==> src/design/tgarle_pkg.sv <==
// shared types and constants of the tga run-length pixel decoder
// no dependencies; imported by tga_rle_pixel_decoder_unit
`default_nettype none

package tgarle_pkg;

  localparam int DEF_MAX_WIDTH  = 4096;
  localparam int DEF_MAX_HEIGHT = 4096;

  localparam int CFG_W       = 13;
  localparam int PIX_W       = 32;
  localparam int IDX_W       = 24;
  localparam int CNT_W       = 7;
  localparam int OUT_TDATA_W = 64;

  localparam int RUN_FLAG_BIT = 7;

  typedef enum logic [1:0] {
    REG_WIDTH      = 2'd0,
    REG_HEIGHT     = 2'd1,
    REG_ORIENT     = 2'd2,
    REG_COMPRESSED = 2'd3
  } cfg_reg_t;

  typedef enum logic [1:0] {
    OR_ROWS_FLIPPED = 2'd0,
    OR_REVERSED     = 2'd1,
    OR_AS_STORED    = 2'd2,
    OR_COLS_FLIPPED = 2'd3
  } orient_t;

  typedef enum logic [2:0] {
    ST_PROD = 3'b001,
    ST_BASE = 3'b010,
    ST_RUN  = 3'b100
  } dec_state_t;

  // file byte order b0 b1 b2 b3 becomes b2 b1 b0 b3
  function automatic logic [PIX_W-1:0] swap_rb(input logic [PIX_W-1:0] p);
    swap_rb = {p[31:24], p[7:0], p[15:8], p[23:16]};
  endfunction

endpackage

`default_nettype wire

==> src/design/tga_rle_pixel_decoder_unit.sv <==
// tga run-length pixel decoder, 32-bit pixels, with orientation index remap
// depends on tgarle_pkg
//
// usage:
//   in_*  : one request per cycle while in_tready is high; in_tuser is the action
//           (0 data byte, 1 drain tick), in_tdata the byte
//   out_* : one result per produced pixel; out_tlast marks the final pixel
//   cfg_* : register writes (index 0 width, 1 height, 2 orientation,
//           3 compressed); each write restarts the decoder
// a result appears on out_* in the cycle after the request that caused it
// throughput: one request per cycle while in_tready is high; the destination index is kept
//   in a register, stepped by +-1 or at a row end by +-(2*width-1); no multiply in the request path
// after reset or a register write the block passes through ST_PROD and ST_BASE (in_tready
//   low) to form width*height in the multiplier and load the starting index
// when the receiver stalls, the result register holds and in_tready drops
//   only while a result is waiting and out_tready is low
`default_nettype none

module tga_rle_pixel_decoder_unit
  import tgarle_pkg::*;
#(
  parameter int MAX_WIDTH  = DEF_MAX_WIDTH,
  parameter int MAX_HEIGHT = DEF_MAX_HEIGHT
) (
  input  wire logic                   clk,
  input  wire logic                   rst_n,
  input  wire logic                   in_tvalid,
  output logic                        in_tready,
  input  wire logic [7:0]             in_tdata,     // [7:0] data_byte
  input  wire logic                   in_tuser,     // [0] action
  output logic                        out_tvalid,
  input  wire logic                   out_tready,
  output logic [OUT_TDATA_W-1:0]      out_tdata,    // [31:0] pixel_word, [55:32] out_index,
                                                    // [56] run_pending, [63:57] zero
  output logic                        out_tlast,    // last_pixel
  input  wire logic                   cfg_valid,
  output logic                        cfg_ready,
  input  wire logic [1:0]             cfg_index,
  input  wire logic [CFG_W-1:0]       cfg_data
);

  localparam int WW = $clog2(MAX_WIDTH + 1);
  localparam int HW = $clog2(MAX_HEIGHT + 1);

  // configuration
  logic [CFG_W-1:0] width_cfg_r, height_cfg_r;
  orient_t          orient_r;
  logic             compressed_r;

  // decoder state
  dec_state_t       state_r, state_nxt;
  logic             in_packet_r, in_packet_nxt;
  logic             is_run_r, is_run_nxt;
  logic [CNT_W-1:0] left_r, left_nxt;
  logic [1:0]       bpos_r, bpos_nxt;
  logic [PIX_W-1:0] shift_r, shift_nxt;
  logic [CNT_W-1:0] repeats_r, repeats_nxt;
  logic [WW-1:0]    col_r, col_nxt;
  logic [HW-1:0]    row_r, row_nxt;
  logic             done_r, done_nxt;
  logic [IDX_W-1:0] idx_r, idx_nxt;
  logic [IDX_W-1:0] prod_r;

  // result register
  logic             out_valid_r, out_valid_nxt;
  logic [PIX_W-1:0] out_word_r;
  logic [IDX_W-1:0] out_idx_r;
  logic             out_pend_r, out_last_r;

  logic             in_acc, cfg_acc, emit, row_end, last;
  logic [WW-1:0]    eff_w;
  logic [HW-1:0]    eff_h;
  logic [WW+HW-1:0] prod_full;
  logic [IDX_W-1:0] w_ext, w2_ext, base_idx;

  assign cfg_ready = 1'b1;
  assign cfg_acc   = cfg_valid && cfg_ready;
  assign in_tready = (state_r == ST_RUN) && (!out_valid_r || out_tready);
  assign in_acc    = in_tvalid && in_tready;

  // effective dimensions: zero means one, saturate at the maximum
  always_comb begin
    if (width_cfg_r == '0) begin
      eff_w = WW'(1);
    end else if (32'(width_cfg_r) > 32'(MAX_WIDTH)) begin
      eff_w = WW'(MAX_WIDTH);
    end else begin
      eff_w = WW'(width_cfg_r);
    end
    if (height_cfg_r == '0) begin
      eff_h = HW'(1);
    end else if (32'(height_cfg_r) > 32'(MAX_HEIGHT)) begin
      eff_h = HW'(MAX_HEIGHT);
    end else begin
      eff_h = HW'(height_cfg_r);
    end
  end

  assign prod_full = (WW+HW)'(eff_w) * (WW+HW)'(eff_h);
  assign w_ext     = IDX_W'(eff_w);
  assign w2_ext    = IDX_W'({eff_w, 1'b0});

  // index of the first stored pixel
  always_comb begin
    case (orient_r)
      OR_ROWS_FLIPPED: base_idx = prod_r - w_ext;
      OR_REVERSED:     base_idx = prod_r - IDX_W'(1);
      OR_AS_STORED:    base_idx = '0;
      OR_COLS_FLIPPED: base_idx = w_ext - IDX_W'(1);
      default:         base_idx = '0;
    endcase
  end

  assign row_end = (col_r == eff_w - WW'(1));
  assign last    = row_end && (row_r == eff_h - HW'(1));

  always_comb begin
    state_nxt     = state_r;
    in_packet_nxt = in_packet_r;
    is_run_nxt    = is_run_r;
    left_nxt      = left_r;
    bpos_nxt      = bpos_r;
    shift_nxt     = shift_r;
    repeats_nxt   = repeats_r;
    col_nxt       = col_r;
    row_nxt       = row_r;
    done_nxt      = done_r;
    idx_nxt       = idx_r;
    emit          = 1'b0;

    case (state_r)
      ST_PROD: state_nxt = ST_BASE;
      ST_BASE: begin
        state_nxt = ST_RUN;
        idx_nxt   = base_idx;
      end
      ST_RUN:  state_nxt = ST_RUN;
      default: state_nxt = ST_PROD;
    endcase

    if (in_acc && !done_r) begin
      if (in_tuser) begin
        if (repeats_r != '0) begin
          repeats_nxt = repeats_r - CNT_W'(1);
          emit        = 1'b1;
        end
      end else if (repeats_r == '0) begin
        if (compressed_r && !in_packet_r) begin
          // packet header
          in_packet_nxt = 1'b1;
          is_run_nxt    = in_tdata[RUN_FLAG_BIT];
          left_nxt      = in_tdata[CNT_W-1:0];
          bpos_nxt      = 2'd0;
        end else begin
          shift_nxt[bpos_r*8 +: 8] = in_tdata;
          if (bpos_r != 2'd3) begin
            bpos_nxt = bpos_r + 2'd1;
          end else begin
            bpos_nxt = 2'd0;
            emit     = 1'b1;
            if (compressed_r) begin
              if (is_run_r) begin
                repeats_nxt   = left_r;
                in_packet_nxt = 1'b0;
                left_nxt      = '0;
              end else if (left_r == '0) begin
                in_packet_nxt = 1'b0;
              end else begin
                left_nxt = left_r - CNT_W'(1);
              end
            end
          end
        end
      end
    end

    if (emit) begin
      case (orient_r)
        OR_ROWS_FLIPPED: idx_nxt = row_end ? idx_r + IDX_W'(1) - w2_ext : idx_r + IDX_W'(1);
        OR_REVERSED:     idx_nxt = idx_r - IDX_W'(1);
        OR_AS_STORED:    idx_nxt = idx_r + IDX_W'(1);
        OR_COLS_FLIPPED: idx_nxt = row_end ? idx_r - IDX_W'(1) + w2_ext : idx_r - IDX_W'(1);
        default:         idx_nxt = idx_r;
      endcase
      if (row_end) begin
        col_nxt = '0;
        row_nxt = row_r + HW'(1);
      end else begin
        col_nxt = col_r + WW'(1);
      end
      if (last) begin
        done_nxt    = 1'b1;
        repeats_nxt = '0;
      end
    end

    // a register write restarts the decoder
    if (cfg_acc) begin
      state_nxt     = ST_PROD;
      in_packet_nxt = 1'b0;
      is_run_nxt    = 1'b0;
      left_nxt      = '0;
      bpos_nxt      = 2'd0;
      shift_nxt     = '0;
      repeats_nxt   = '0;
      col_nxt       = '0;
      row_nxt       = '0;
      done_nxt      = 1'b0;
    end
  end

  always_comb begin
    if (emit) begin
      out_valid_nxt = 1'b1;
    end else if (out_tready) begin
      out_valid_nxt = 1'b0;
    end else begin
      out_valid_nxt = out_valid_r;
    end
  end

  always_ff @(posedge clk) begin
    if (!rst_n) begin
      width_cfg_r  <= CFG_W'(1);
      height_cfg_r <= CFG_W'(1);
      orient_r     <= OR_ROWS_FLIPPED;
      compressed_r <= 1'b1;
      state_r      <= ST_PROD;
      in_packet_r  <= 1'b0;
      is_run_r     <= 1'b0;
      left_r       <= '0;
      bpos_r       <= 2'd0;
      shift_r      <= '0;
      repeats_r    <= '0;
      col_r        <= '0;
      row_r        <= '0;
      done_r       <= 1'b0;
      idx_r        <= '0;
      out_valid_r  <= 1'b0;
    end else begin
      if (cfg_acc) begin
        case (cfg_reg_t'(cfg_index))
          REG_WIDTH:      width_cfg_r  <= cfg_data;
          REG_HEIGHT:     height_cfg_r <= cfg_data;
          REG_ORIENT:     orient_r     <= orient_t'(cfg_data[1:0]);
          REG_COMPRESSED: compressed_r <= cfg_data[0];
          default:        compressed_r <= compressed_r;
        endcase
      end
      state_r     <= state_nxt;
      in_packet_r <= in_packet_nxt;
      is_run_r    <= is_run_nxt;
      left_r      <= left_nxt;
      bpos_r      <= bpos_nxt;
      shift_r     <= shift_nxt;
      repeats_r   <= repeats_nxt;
      col_r       <= col_nxt;
      row_r       <= row_nxt;
      done_r      <= done_nxt;
      idx_r       <= idx_nxt;
      out_valid_r <= out_valid_nxt;
    end
  end

  // payload registers
  always_ff @(posedge clk) begin
    prod_r <= IDX_W'(prod_full);
    if (emit) begin
      out_word_r <= swap_rb(shift_nxt);
      out_idx_r  <= idx_r;
      out_pend_r <= (repeats_nxt != '0);
      out_last_r <= last;
    end
  end

  assign out_tvalid = out_valid_r;
  assign out_tdata  = {{(OUT_TDATA_W-PIX_W-IDX_W-1){1'b0}}, out_pend_r, out_idx_r, out_word_r};
  assign out_tlast  = out_last_r;

  // checks
  a_onehot_state: assert property (@(posedge clk) disable iff (!rst_n)
    $onehot(state_r))
    else $error("decoder state not one-hot");

  a_no_accept_settling: assert property (@(posedge clk) disable iff (!rst_n)
    (state_r != ST_RUN) |-> !in_tready)
    else $error("request taken before start index loaded");

  a_last_no_pending: assert property (@(posedge clk) disable iff (!rst_n)
    (out_tvalid && out_tlast) |-> !out_tdata[PIX_W+IDX_W])
    else $error("final pixel reports pending run copies");

  a_done_after_last: assert property (@(posedge clk) disable iff (!rst_n)
    (emit && last && !cfg_acc) |=> (done_r && repeats_r == '0))
    else $error("image not closed after final pixel");

  a_done_no_emit: assert property (@(posedge clk) disable iff (!rst_n)
    done_r |-> !emit)
    else $error("pixel produced after image end");

endmodule

`default_nettype wire
==> config.mk <==
export PLATFORM = sky130hd
export DESIGN_NAME = tga_rle_pixel_decoder_unit
export DESIGN_NICKNAME = d
export VERILOG_FILES = /design/src/design/tgarle_pkg.sv /design/src/design/tga_rle_pixel_decoder_unit.sv
export SDC_FILE = /design/constraint.sdc
export NUM_CORES = 1
export LEC_CHECK = 0
export BUFFER_PORTS_ARGS = -buffer_cell sky130_fd_sc_hd__clkbuf_2
export CORE_MARGIN = 4
export CORE_UTILIZATION = 55
export DETAILED_ROUTE_END_ITERATION = 10
export PLACE_DENSITY = 0.73
export SLEW_MARGIN = 25
export SYNTH_ARGS = -nofsm -noshare
export SYNTH_HDL_FRONTEND = slang
export SYNTH_SLANG_ARGS = --single-unit
==> constraint.sdc <==
create_clock -name clk -period 14.78 [get_ports clk]
set_input_delay 2.956 -clock clk [delete_from_list [all_inputs] [get_ports clk]]
set_output_delay 2.956 -clock clk [all_outputs]
set_load 0.02 [all_outputs]
Yosys cells after proc, flatten, opt, wreduce, memory -nomap -nowiden
Index checks and enable logic that the tools add are counted.

Add/subtract/negate cells: 15. Multipliers: 1. $lt $le $gt $ge: 2. Equality and inequality tests: 14. Shift operators: 2. Multiplexer cells: 49. Bitwise operators: 2. Reductions and logical operators: 33.

Operators by type and width (count): $pmux 24 s4 (2); $mux 32 (5); $mux 7 (16); $mux 24 (4); $mux 13 (5); $sub 24x1->24 const B (2); $neg 5->34 (1); $shift 8x34->32 const A (1); $shiftx 8x34->32 (1); $bwmux 32 (1); $add 13x1->13 const B (2); $eq 13x13->1 (2); $gt 13x13->1 const B (2); $logic_not 13->1 (2); $sub 13x1->13 const B (2); $add 24x1->24 const B (1); $add 24x14->24 (1); $mul 13x13->24 (1); $sub 24x13->24 (1); $sub 24x14->24 (1); $logic_not 7->1 (2); $reduce_bool 7->1 (2); $sub 13x1->14 const B (1); $sub 7x1->7 const B (2); other kinds (23) (58).

Bits in registers: 216. Input bits: 29. Output and inout port bits: 68.

Longest topological paths before layout
Depth after elaboration: 11. Gate-level depth with buffers: 26. Gate-level depth less buffers: 23.

Worst setup path before layout
No wires, ideal clock.

Path kind: in2reg. Start: input out_tready. End: register idx_r[16]. Library setup time: 0.255 ns. Arrival time: 6.841 ns. Required time: 14.525 ns. Setup slack: 7.684 ns. Cell stages on the path: 8. Path through: nor2b_1 -> nor4b_1 -> and3b_1 -> o21ai_0 -> inv_1 -> clkbuf_1 -> clkbuf_1 -> a41oi_1.

Cells in the longest elaborated chain, start to end: 6. Elaborated cells on any way between the ends: 7. Those cells by class: 2 x mux; 5 x reduce/logical.

RTL lines: start: declaration (RTL line tga_rle_pixel_decoder_unit.sv:32) `input wire logic out_tready,`; $logic_or 1x1->1 * (RTL line tga_rle_pixel_decoder_unit.sv:78) `assign in_tready = (state_r == ST_RUN) && (!out_valid_r || out_tready);`; $logic_and 1x1->1 * (RTL line tga_rle_pixel_decoder_unit.sv:78); net in_tready (RTL line tga_rle_pixel_decoder_unit.sv:28) `output logic in_tready,`; $logic_and 1x1->1 * (RTL line tga_rle_pixel_decoder_unit.sv:79) `assign in_acc = in_tvalid && in_tready;`; $logic_and 1x1->1 * (RTL line tga_rle_pixel_decoder_unit.sv:141) `if (in_acc && !done_r) begin`; $mux 1 * (RTL line tga_rle_pixel_decoder_unit.sv:141); net emit (RTL line tga_rle_pixel_decoder_unit.sv:70) `logic in_acc, cfg_acc, emit, row_end, last;`; $mux 24 or $reduce_bool 2->1 (tied branches); end signal: assignment (RTL line tga_rle_pixel_decoder_unit.sv:260) `idx_r <= idx_nxt;`; end: declaration (RTL line tga_rle_pixel_decoder_unit.sv:61) `logic [IDX_W-1:0] idx_r, idx_nxt;`.

The timed path passes the listed nets; every way through them passes the cells marked *. A chain may end at the register's enable or synchronous reset.

Worst setup path after layout
Start: register width_cfg_r[12]. End: register prod_r[23].

Cells in the longest elaborated chain, start to end: 4. Elaborated cells on any way between the ends: 5. Those cells by class: 1 x mul; 1 x order compare; 2 x mux; 1 x reduce/logical.

RTL lines: start: declaration (RTL line tga_rle_pixel_decoder_unit.sv:46) `logic [CFG_W-1:0] width_cfg_r, height_cfg_r;`; start signal: assignment (RTL line tga_rle_pixel_decoder_unit.sv:243) `REG_WIDTH: width_cfg_r <= cfg_data;`; $gt 13x13->1 (RTL line tga_rle_pixel_decoder_unit.sv:85) `end else if (32'(width_cfg_r) > 32'(MAX_WIDTH)) begin`; $mux 13 (RTL line tga_rle_pixel_decoder_unit.sv:85); $mux 13 * (RTL line tga_rle_pixel_decoder_unit.sv:83) `if (width_cfg_r == '0) begin`; $mul 13x13->24 * (RTL line tga_rle_pixel_decoder_unit.sv:99) `assign prod_full = (WW+HW)'(eff_w) * (WW+HW)'(eff_h);`; net prod_full[23] (RTL line tga_rle_pixel_decoder_unit.sv:73) `logic [WW+HW-1:0] prod_full;`; end signal: assignment (RTL line tga_rle_pixel_decoder_unit.sv:267) `prod_r <= IDX_W'(prod_full);`; end: declaration (RTL line tga_rle_pixel_decoder_unit.sv:62) `logic [IDX_W-1:0] prod_r;`.

Marks and branches as above.

==> parameters.txt <==
Parameter                              Value

Worst setup path
  Data required time at the worst endpoint ... ~15 ns
  Data arrival time of the worst path ... 7.70 ns
  Critical path endpoint category ... flop
  Kind of start point of the critical path ... flop
  Type of the setup path with the least slack ... reg2reg
  Max FO, Critical Path ... 34
  Worst Reg2Reg Path Length in Cells ... 21

Clock tree
  Maximum buffer depth of the clock tree ... 3
  Buffer count from post-CTS setup fixing ... 0
  Register clock-pin slew on the reported worst setup and hold paths ... around 0.060 ns
  Cts hold-fix bufs ... 0
  TritonCTS sink count ... 216
  Clock tree from TritonCTS ... done
  Number of buffers created by CTS ... 25
  Worst-Skew Late Latency ... 0.56 ns
  Root cell of the clock tree ... sky130_fd_sc_hd__clkbuf_16
  H-tree levels ... 1
  Post-cts repair resize count ... 0

Placed design
  Routability-driven placement congestion ratio ... 0.999
  Cell count after placement ... 2,796
  Half-perimeter wire length after detailed placement ... 43,100 µm
  Buffers added on ports ... approximately 90
  Pre-CTS setup slack ... ~7.6 ns

Logic synthesis
  Flip-flop and latch count after synthesis ... ~220
  Unique cell type count in the Yosys netlist ... 92
  Part of the Yosys area used for sequential elements ... 25.6%
  Top-count cell post-synth ... sky130_fd_sc_hd__nor2_1
  Library cell with the largest summed area after synthesis ... sky130_fd_sc_hd__dfxtp_1
  Top cells by area in the synthesized netlist ... sky130_fd_sc_hd__dfxtp_1 17%, sky130_fd_sc_hd__fa_1 13%, sky130_fd_sc_hd__edfxtp_1 9.1%, sky130_fd_sc_hd__ha_1 7.5%, sky130_fd_sc_hd__nor2_1 5.9%
  Avg Inst Size Synth ... 8.14 µm²
  Syn Inst Count ... 2,350
  Most frequent cells after synthesis ... 302 x sky130_fd_sc_hd__nor2_1, 268 x sky130_fd_sc_hd__nand2_1, 208 x sky130_fd_sc_hd__inv_1, 158 x sky130_fd_sc_hd__dfxtp_1, 137 x sky130_fd_sc_hd__a21oi_1
  Fraction of registers with async set/reset ... 0%
  Main flop type after synthesis ... sky130_fd_sc_hd__dfxtp_1
  EDFF count, synth ... 58
  Cell area after synthesis ... 19,100 µm²
  Number of warning messages in the yosys log ... 0
  Area share of the leading cell type in the synthesized netlist ... 16.5%

Flow run
  Max capacitance violation total ... 0

Power
  Power density over cell area ... 82.6 nW/µm²
  Logic gate share of total power ... 25.6%
  Worst voltage drop across the vdd grid ... 0.0834 mV
  Leakage power ... 8.91 nW
  Internal Dissipation ... between 0.001 and 0.0015 W
  Clk pwr share ... 37.5%
  Switching portion of total power ... 32.6%
  Switching power total ... 0.000554 W
  Share of total power in sequential cells ... around 37%

STA
  Slew of the pin with the lowest slew margin ... 1.08 ns
  Fmax achieved ... about 140 MHz
  Final Hold Viols ... 0
  Final critical path time including I/O delays and setup ... 7.29 ns
  Setup violation total in the final timing report ... 0
  Relative max-transition margin ... 27.9%
  Final clock skew ... about 0.015 ns
  RSZ-0062 raised after global routing ... no
  Final Slew Violations ... 0
  Crit path setup slack, layout ... 7.49 ns
  Final TNS setup ... 0 ns
  Period utilisation layout ... about half

Drt
  Number of routed nets with antenna violations ... 0
  First-pass iteration count of the detailed router ... 6
  Average wire per cell in the routed design ... 20.1 µm
  Routed vias ... around 17,000
  DRC viols ... 0
  Detail-routed via count per cell ... 6.04
  Wire length after detailed routing ... approximately 57,000 µm
  Initial DRC Count ... 1,517

Floorplan
  I/O pins ... 97
  Overall die height ... 194 µm
  Initial standard-cell utilization of the core ... 55.5%
  Die Span X ... 194 µm
  Row Count ... 68
  Floorplan core area ... 34,500 µm²
  Die area ... 37,800 µm²

Final layout
  Share of layout cells above drive strength 1 ... 8.25%
  Number of fill cells in the layout ... roughly 3,100
  Non-filler cells, final ... 2,842
  Utilization after layout ... 59.6%
  Layout Nets ... 2,633
  Diode count ... 0
  Signed area change from the synthesized netlist to the final layout ... 7.45%

Global route
  First-pass GRT wire length ... 91,700 µm
  Maximum number of pins on one net before global-route repair ... just under 50
  Global-route congestion overflow total ... 0
  Overall routing resource usage ... between 20% and 30%
  Antenna violations before repair ... 0
  Number of global-route vias before repair ... 16,700

Min path
  Class of the worst hold path ... reg2reg
  Number of cells traversed by the worst hold path ... 2

Outcome
  Status ... complete, no violations
## layout make-up
cell class              count  area (µm²)  area share [%]
well taps                 455         569            2.77
flip-flops and latches    216        4900            23.9
clock buffers              29         651            3.17
inverters                 214         805            3.92
multi-input cells        1798       12800            62.3
clock inverters            17         188           0.913
repair buffers            113         628            3.06
## state kept, by name, indices dropped and copies added (netlist names), 2 cells and up
signal / flops
out_word_r: 32
shift_r: 32
idx_r: 24
out_idx_r: 24
prod_r: 24
col_r: 13
height_cfg_r: 13
row_r: 13
width_cfg_r: 13
left_r: 7
repeats_r: 7
state_r: 3
bpos_r: 2
orient_r: 2
## cell families (layout without fill, tap and decap cells)
logic type | count (synthesis) | count (layout) | synth area share [%]
mux | 14 | 14 | 0.739
flops | 216 | 216 | 25.6
simple gates | 959 | 959 | 24.1
buf+inv | 342 | 373 | 7.64
compound gates | 430 | 430 | 14.7
other cells | 2 | 8 | 0.0393
fa+ha+maj | 238 | 238 | 20.3
xor+xnor | 149 | 149 | 6.82
## worst paths after layout
path | to | slack, ns | start
max | prod_r[23] | 7.49 | width_cfg_r[12]
min reg2reg | height_cfg_r[1] | 0.47 | height_cfg_r[1]
max reg2reg | prod_r[23] | 7.49 | width_cfg_r[12]
min | height_cfg_r[1] | 0.47 | height_cfg_r[1]
## worst max-delay path, stage by stage, from the launching register on
cell,delay [ns]
sky130_fd_sc_hd__dfxtp_1,0.30
sky130_fd_sc_hd__buf_4,0.35
sky130_fd_sc_hd__inv_1,0.44
sky130_fd_sc_hd__nand2_1,0.22
sky130_fd_sc_hd__and2_1,0.40
sky130_fd_sc_hd__clkinv_1,0.43
sky130_fd_sc_hd__nand2_1,0.22
sky130_fd_sc_hd__fa_1,0.44
sky130_fd_sc_hd__fa_1,0.55
sky130_fd_sc_hd__inv_1,0.06
sky130_fd_sc_hd__fa_1,0.52
sky130_fd_sc_hd__fa_1,0.55
sky130_fd_sc_hd__inv_1,0.05
sky130_fd_sc_hd__fa_1,0.53
sky130_fd_sc_hd__inv_1,0.04
sky130_fd_sc_hd__ha_1,0.37
sky130_fd_sc_hd__and3_1,0.17
sky130_fd_sc_hd__nand3_1,0.10
sky130_fd_sc_hd__a31o_2,0.24
sky130_fd_sc_hd__or4b_2,0.70
sky130_fd_sc_hd__a311oi_1,0.31
sky130_fd_sc_hd__xnor2_1,0.13
## power groups by stage
stage	Combinational [W]	Clock [W]	Sequential, W
after detailed placement	0.000420	0	0.000639
final	0.000434	0.000637	0.000627
after global routing	0.000473	0.000672	0.000628
after global placement	0.000416	0	0.000639
after floorplan	0.000319	0	0.000632
after CTS	0.000423	0.000649	0.000626
## stage by stage
step,area (µm²),hold slack [ns],total power [W]
3_3_place_gp,19700,0.454,0.00105
2_1_floorplan,19100,0.403,0.000951
3_5_place_dp,19700,0.465,0.00106
6_report,20500,0.474,0.00170
4_1_cts,20500,0.475,0.00170
5_1_grt,20500,0.515,0.00177
## metal layers
metal	routed length [µm]	GRT usage, %
met5	0	0
met4	2210	10.2
met3	4660	5.10
met2	25900	48.2
met1	24200	40.7
## cell usage in the layout, fill, tap and decap left out, types with 34 or more instances in the layout
cell	n
sky130_fd_sc_hd__nand3_1	59
sky130_fd_sc_hd__xor2_1	54
sky130_fd_sc_hd__dfxtp_1	158
sky130_fd_sc_hd__and3_1	53
sky130_fd_sc_hd__xnor2_1	95
sky130_fd_sc_hd__edfxtp_1	58
sky130_fd_sc_hd__fa_1	121
sky130_fd_sc_hd__nor2_1	302
sky130_fd_sc_hd__nand2_1	268
sky130_fd_sc_hd__nor2b_1	34
sky130_fd_sc_hd__o21ai_0	78
sky130_fd_sc_hd__a21oi_1	136
sky130_fd_sc_hd__inv_1	207
sky130_fd_sc_hd__clkbuf_2	88
sky130_fd_sc_hd__ha_1	115
sky130_fd_sc_hd__nor3_1	58
Power figures use the tool's default switching activity.
